**src/rtl/ws2812se_pkg.sv**
```systemverilog
// Package for the WS2812 slice encoder: field widths, frame constants and the
// colour store write-port type. No dependencies.
package ws2812se_pkg;

    localparam int LED_COUNT     = 64;
    localparam int RESET_FRAMES  = 3;
    localparam int SLOT_W        = 7;
    localparam int SLOT_MAX      = LED_COUNT + RESET_FRAMES;

    localparam int STORE_DEPTH   = 64;
    localparam int STORE_AW      = $clog2(STORE_DEPTH);
    localparam int COLOR_W       = 24;
    localparam int BITS_PER_SLOT = COLOR_W;
    localparam int BIT_CNT_W     = $clog2(BITS_PER_SLOT);

    localparam int CFG_W         = 3;
    localparam int LEVELS_W      = 4;

    // Request kinds carried on s_tuser.
    localparam logic REQ_TICK  = 1'b0;
    localparam logic REQ_WRITE = 1'b1;

    // Register value that selects three slices per bit; reset value of the register.
    localparam logic [CFG_W-1:0] SLICES_THREE = 3'd3;
    localparam logic [CFG_W-1:0] SLICES_RESET = 3'd4;

    typedef struct packed {
        logic                en;
        logic [STORE_AW-1:0] addr;
        logic [COLOR_W-1:0]  data;
    } store_wr_t;

endpackage

```
**src/rtl/ws2812_slice_encoder.sv**
```systemverilog
// Top level of the WS2812 slice encoder: stream ports, slot counter and the
// bit serializer. Depends on ws2812se_pkg and ws2812se_color_store.

// The block holds one GRB colour per LED (64 entries, reading as zero after
// reset, no clearing pass needed) and a frame-slot counter. An input transfer
// with s_tuser = 1 writes a colour and produces no output; it is accepted at
// any time, also while a slot is being sent. An input transfer with s_tuser = 0
// is a refill tick: it produces 24 output transfers, one per colour bit, green
// MSB first, each giving the line level of every time slice of that bit (high,
// bit, bit, low, or high, bit, low when slices_per_bit is 3). Slots 64 to 67
// are all-low reset slots, after which the counter wraps. A tick occupies the
// bit serializer until its last transfer is taken, one output transfer per
// cycle while m_tready is high, so no new tick is taken while it is busy; the
// next tick is accepted in the cycle the last transfer of the previous one is
// taken. The colour of a slot is read from the store ahead of the tick, so the
// first output transfer of a tick is offered in the cycle right after the tick
// is taken.
module ws2812_slice_encoder (
    input  logic        aclk,
    input  logic        aresetn,
    // Configuration: slices_per_bit.
    input  logic        cfg_valid,
    output logic        cfg_ready,
    input  logic [2:0]  cfg_data,
    // Input stream.
    input  logic        s_tvalid,
    output logic        s_tready,
    input  logic [31:0] s_tdata,   // led_index[5:0], red[13:6], green[21:14], blue[29:22]
    input  logic [0:0]  s_tuser,   // req_type[0]
    // Result stream.
    output logic        m_tvalid,
    input  logic        m_tready,
    output logic [15:0] m_tdata,   // slice_levels[3:0], frame_slot[10:4]
    output logic [0:0]  m_tuser,   // is_reset[0]
    output logic        m_tlast    // last bit of the slot
);

    logic [ws2812se_pkg::CFG_W-1:0]     slices_reg;
    logic [ws2812se_pkg::SLOT_W-1:0]    slot_reg;
    logic [ws2812se_pkg::SLOT_W-1:0]    slot_out_reg;
    logic                               rst_out_reg;
    logic                               busy_reg;
    logic [ws2812se_pkg::BIT_CNT_W-1:0] bit_cnt_reg;
    logic [ws2812se_pkg::COLOR_W-1:0]   shift_reg;

    logic                               in_fire;
    logic                               tick_acc;
    logic                               out_fire;
    logic                               out_last;
    logic                               slot_is_reset;
    logic                               cur_bit;
    logic [ws2812se_pkg::LEVELS_W-1:0]  levels;
    logic [ws2812se_pkg::COLOR_W-1:0]   rd_color;
    ws2812se_pkg::store_wr_t            store_wr;

    assign cfg_ready = 1'b1;

    always_ff @(posedge aclk) begin
        if (!aresetn) begin
            slices_reg <= ws2812se_pkg::SLICES_RESET;
        end else if (cfg_valid && cfg_ready) begin
            slices_reg <= cfg_data;
        end
    end

    // Colour writes never wait; a tick waits until the serializer is free or
    // finishes in this very cycle.
    assign out_fire = m_tvalid && m_tready;
    assign out_last = (bit_cnt_reg == ws2812se_pkg::BIT_CNT_W'(ws2812se_pkg::BITS_PER_SLOT - 1));
    assign s_tready = (s_tuser[0] == ws2812se_pkg::REQ_WRITE) || !busy_reg
                      || (m_tready && out_last);
    assign in_fire  = s_tvalid && s_tready;
    assign tick_acc = in_fire && (s_tuser[0] == ws2812se_pkg::REQ_TICK);

    // Store layout is green, red, blue from the top bit down.
    assign store_wr.en   = in_fire && (s_tuser[0] == ws2812se_pkg::REQ_WRITE);
    assign store_wr.addr = s_tdata[5:0];
    assign store_wr.data = {s_tdata[21:14], s_tdata[13:6], s_tdata[29:22]};

    ws2812se_color_store u_store (
        .aclk    (aclk),
        .aresetn (aresetn),
        .wr      (store_wr),
        .rd_addr (slot_reg[ws2812se_pkg::STORE_AW-1:0]),
        .rd_data (rd_color)
    );

    assign slot_is_reset = (slot_reg >= ws2812se_pkg::SLOT_W'(ws2812se_pkg::LED_COUNT));

    // Slot counter and serializer control.
    always_ff @(posedge aclk) begin
        if (!aresetn) begin
            slot_reg    <= '0;
            busy_reg    <= 1'b0;
            bit_cnt_reg <= '0;
        end else if (tick_acc) begin
            busy_reg    <= 1'b1;
            bit_cnt_reg <= '0;
            if (slot_reg == ws2812se_pkg::SLOT_W'(ws2812se_pkg::SLOT_MAX)) begin
                slot_reg <= '0;
            end else begin
                slot_reg <= slot_reg + 1'b1;
            end
        end else if (out_fire) begin
            if (out_last) begin
                busy_reg <= 1'b0;
            end else begin
                bit_cnt_reg <= bit_cnt_reg + 1'b1;
            end
        end
    end

    // Serializer payload: the colour shifts out MSB first.
    always_ff @(posedge aclk) begin
        if (tick_acc) begin
            shift_reg    <= slot_is_reset ? '0 : rd_color;
            slot_out_reg <= slot_reg;
            rst_out_reg  <= slot_is_reset;
        end else if (out_fire) begin
            shift_reg <= {shift_reg[ws2812se_pkg::COLOR_W-2:0], 1'b0};
        end
    end

    // Slice 0 is always high, the last slice always low; reset slots stay low.
    assign cur_bit = shift_reg[ws2812se_pkg::COLOR_W-1];
    always_comb begin
        if (rst_out_reg) begin
            levels = '0;
        end else if (slices_reg == ws2812se_pkg::SLICES_THREE) begin
            levels = {1'b0, 1'b0, cur_bit, 1'b1};
        end else begin
            levels = {1'b0, cur_bit, cur_bit, 1'b1};
        end
    end

    assign m_tvalid = busy_reg;
    assign m_tdata  = {5'b0, slot_out_reg, levels};
    assign m_tuser  = rst_out_reg;
    assign m_tlast  = out_last;

endmodule

```
**src/rtl/ws2812se_color_store.sv**
```systemverilog
// Colour store of the WS2812 slice encoder: one GRB word per LED, read as zero
// until written. Depends on ws2812se_pkg.
module ws2812se_color_store (
    input  logic                                aclk,
    input  logic                                aresetn,
    input  ws2812se_pkg::store_wr_t             wr,
    input  logic [ws2812se_pkg::STORE_AW-1:0]   rd_addr,
    output logic [ws2812se_pkg::COLOR_W-1:0]    rd_data
);

    logic [ws2812se_pkg::COLOR_W-1:0]     mem [ws2812se_pkg::STORE_DEPTH];
    logic [ws2812se_pkg::STORE_DEPTH-1:0] valid_reg;
    logic [ws2812se_pkg::COLOR_W-1:0]     mem_q_reg;
    logic [ws2812se_pkg::COLOR_W-1:0]     fwd_data_reg;
    logic                                 fwd_hit_reg;
    logic                                 rd_valid_reg;

    always_ff @(posedge aclk) begin
        if (wr.en) begin
            mem[wr.addr] <= wr.data;
        end
        mem_q_reg    <= mem[rd_addr];
        fwd_data_reg <= wr.data;
    end

    // Valid bits stand in for clearing the array at reset.
    always_ff @(posedge aclk) begin
        if (!aresetn) begin
            valid_reg    <= '0;
            fwd_hit_reg  <= 1'b0;
            rd_valid_reg <= 1'b0;
        end else begin
            if (wr.en) begin
                valid_reg[wr.addr] <= 1'b1;
            end
            fwd_hit_reg  <= wr.en && (wr.addr == rd_addr);
            rd_valid_reg <= valid_reg[rd_addr];
        end
    end

    // A write to the entry being read shows up in the same read cycle.
    assign rd_data = fwd_hit_reg  ? fwd_data_reg :
                     rd_valid_reg ? mem_q_reg    : '0;

endmodule

```
**config.mk**
```make
export PLATFORM = sky130hd
export DESIGN_NAME = ws2812_slice_encoder
export DESIGN_NICKNAME = d
export VERILOG_FILES = /design/src/rtl/ws2812se_pkg.sv /design/src/rtl/ws2812_slice_encoder.sv /design/src/rtl/ws2812se_color_store.sv
export SDC_FILE = /design/constraint.sdc
export NUM_CORES = 2
export LEC_CHECK = 0
export ABC_AREA = 1
export BUFFER_PORTS_ARGS = -buffer_cell sky130_fd_sc_hd__buf_2
export CORE_MARGIN = 5
export CORE_UTILIZATION = 25
export DETAILED_ROUTE_END_ITERATION = 12
export PLACE_DENSITY = 0.38
export SKIP_LAST_GASP = 1
export SLEW_MARGIN = 20
export SYNTH_ARGS = -nofsm -noshare
export SYNTH_HDL_FRONTEND = slang
export SYNTH_SLANG_ARGS = --single-unit
export TNS_END_PERCENT = 30
```
**constraint.sdc**
```tcl
create_clock -name aclk -period 3.85 [get_ports aclk]
set_input_delay 0.1925 -clock aclk [delete_from_list [all_inputs] [get_ports aclk]]
set_output_delay 0.1925 -clock aclk [all_outputs]
set_load 0.05 [all_outputs]
```
==> results.ini <==
[setup_path]
cp_slowest_stage_delay_ns=0.78
crit_top_cell=nand2_1
worstPathMaxFanout=138
cp_slowest_cell=dfxtp_4
endpoint_kind=register
start_kind=register
path_buf_inv=2
critical_path_class=register to register
worstPathArrival_ns=3.77
required_ns=4.55
cp_top_family=simple AND/OR/NAND/NOR gates
path_cells=inv_16 -> buf_12 -> o21ai_0 -> nand3_1 -> nand3_1 -> nand2_1 -> nand2_1 -> nand2_1 -> nand2_1 -> nand2_1

[layout]
fin_cells=9554
final_layout_size_suffix_gt1_share_pct=10.4
syn_to_final_growth_pct=17.6
largest_reg_flops=1536
fin_nets=5876

[sta]
period_minus_slack_ns=3.07
finalSetupTns_ns=0
finalCritPeriodShare_pct=79.7
layout_setup_ws_ns=0.783
fmax_mhz=326
setup_viol=0
finalMaxSlewViolations=0
hold_violations=0
rsz0062_at_grt=no
worst_slew_pin_slew_ns=1.09
fin_worst_skew_ns=0.0259
maxSlewHeadroom_pct=27.0

[synth]
yosys.area.top_type_share_pct=69.7
synth_edf_count=1568
ys_seq_area_share_pct=73.6
ys_warn_count=0
synth_ff_type=edfxtp_1
netlist_instances=5700
ys_top_cells_by_count=edfxtp_1, nor2_1, o21ai_0, nand2_1, nand3_1
synthArstFlopShare_pct=0
synth_largest_area_cell=edfxtp_1
synth.ff_latch_count=1698
synth_area_um2=67500
synth.most_common_cell=edfxtp_1
synth_cell_types=38
syn_area_per_cell_um2=11.8
synth_area_leaders=edfxtp_1, nor2_1, o21ai_0, dfxtp_1, nand2_1

[route]
final_antenna_net_count=0
routed_wl_um=226000
vias=43700
wl_per_cell_um=23.7
via_per_inst=4.57
route.detailed.drc=0
drtIter0Drc=3765
dr.pass1.iters=5

[power]
vdd_ir_drop_max_mv=0.499
p_total_mw=40.8
p_leak_nw=26.6
power_density_nw_per_um2=514

[floorplan]
die_area_um2=281000
core_area_um2=268000
io_pins=62
row_count=190
die_h_um=530
start_util_pct=25.2
die_w_um=530

[clock_tree]
htreeDepth=4
worstSkewPairLatency_ns=0.83
cts_made_buffers=192
cts_tree=yes
clockRootBuffer=clkbuf_16
clkTransAtPathRegs_ns=0.06
clock_path_buffers=3
clock-sinks=1698

[status]
status=complete, no violations

[run]
maxCapViolCount=0

[place]
gp_congestion=0.762
port_buffers=52
placed_cells=9159
dp_hpwl_um=124000
place_ws_ns=0.682

[global_routing]
grt_pass1_vias=42400
grt_overflow=0
use_met1_pct=22.1
grt_start_max_net_pins=139
grtUsageMet2_pct=25.7
grt_usage_pct=15.8
busiest_layer=met2
antenna_found_initial=21
use_met3_pct=2.28
grt_pass1_wl_um=321000

[worst_hold_path]
hold_path.class=primary input to register

## what timing repair did
| action | 4_1_cts | 5_1_grt |
|---|---|---|
| resized for setup | 0 | 0 |
| hold endpoints to repair | 171 | 41 |
| buffers inserted | 0 | 0 |
| hold buffers | 30 | 1 |
## stage by stage
stage	utilization [%]	hold WS, ns	cell area, um^2
2_1_floorplan	-	0.220	67500
3_3_place_gp	27.2	0.414	72900
3_5_place_dp	27.2	0.420	72900
4_1_cts	29.6	0.00307	79400
5_1_grt	29.6	0.0161	79400
6_report	29.6	0.0434	79400
## power breakdown
part           switching, mW  leakage (nW)  internal, mW  total, mW
registers             0.0612          15.2          20.3       20.3
logic                   1.89          8.37         0.630       2.52
clock network           7.57          3.01          10.4       17.9
## cells in the final DEF, fill, tap and decap left out, types with 3 or more instances in the layout
master / n
ha_1: 3
nor2_2: 21
nand3_1: 237
clkinv_2: 33
o21ai_1: 89
clkbuf_1: 58
buf_4: 184
or2_2: 12
xor2_1: 3
nand2_1: 666
bufinv_16: 9
dlygate4sd3_1: 31
clkinv_8: 3
buf_2: 41
dfxtp_1: 126
o211ai_1: 159
inv_4: 3
conb_1: 7
clkbuf_16: 198
clkbuf_8: 18
buf_12: 37
o22ai_1: 18
inv_6: 5
edfxtp_1: 1568
nand4_1: 6
diode_2: 9
nor3_1: 11
nor2_1: 1347
inv_16: 4
a22oi_1: 24
dfxtp_4: 3
o21a_1: 9
o21ai_0: 775
a21oi_1: 63
clkinv_1: 27
nor2_4: 44
inv_1: 132
## layer usage
layer	wire [um]	share of wire [%]
met1	105000	46
met2	105000	47
met3	10400	4.6
met4	5440	2.4
met5	0	0
## logic make-up after synthesis
logic type	share of synthesized area, %
AO/OA/AOI/OAI	9.21
XOR/XNOR	0.0649
adder cells (fa/ha/maj)	0.0556
buffers and inverters	3.42
flip-flops	73.6
other	0.0111
AND/OR/NAND/NOR	13.6
## cell type report
cell class | count | area, um^2
antenna | 9 | 22.5
clock buffer | 274 | 5420
clock inverter | 81 | 697
fill | 27300 | 189000
inverter | 139 | 553
multi-input combinational | 3508 | 15900
sequential | 1698 | 49700
tap | 3552 | 4440
timing repair buffer | 293 | 2640
## final timing paths
path / startpoint / to / slack [ns] / cells past startpoint
setup reg to reg: slot_reg[0] / u_store.mem_q_reg[8] / 0.78 / 10
hold / removal: s_tdata[20] / u_store.fwd_data_reg[22] / 0.04 / 1
setup / recovery: slot_reg[0] / u_store.mem_q_reg[8] / 0.78 / 10
hold reg to reg: u_store.valid_reg[56] / u_store.valid_reg[56] / 0.47 / 1
Power figures use the tool's default switching activity.
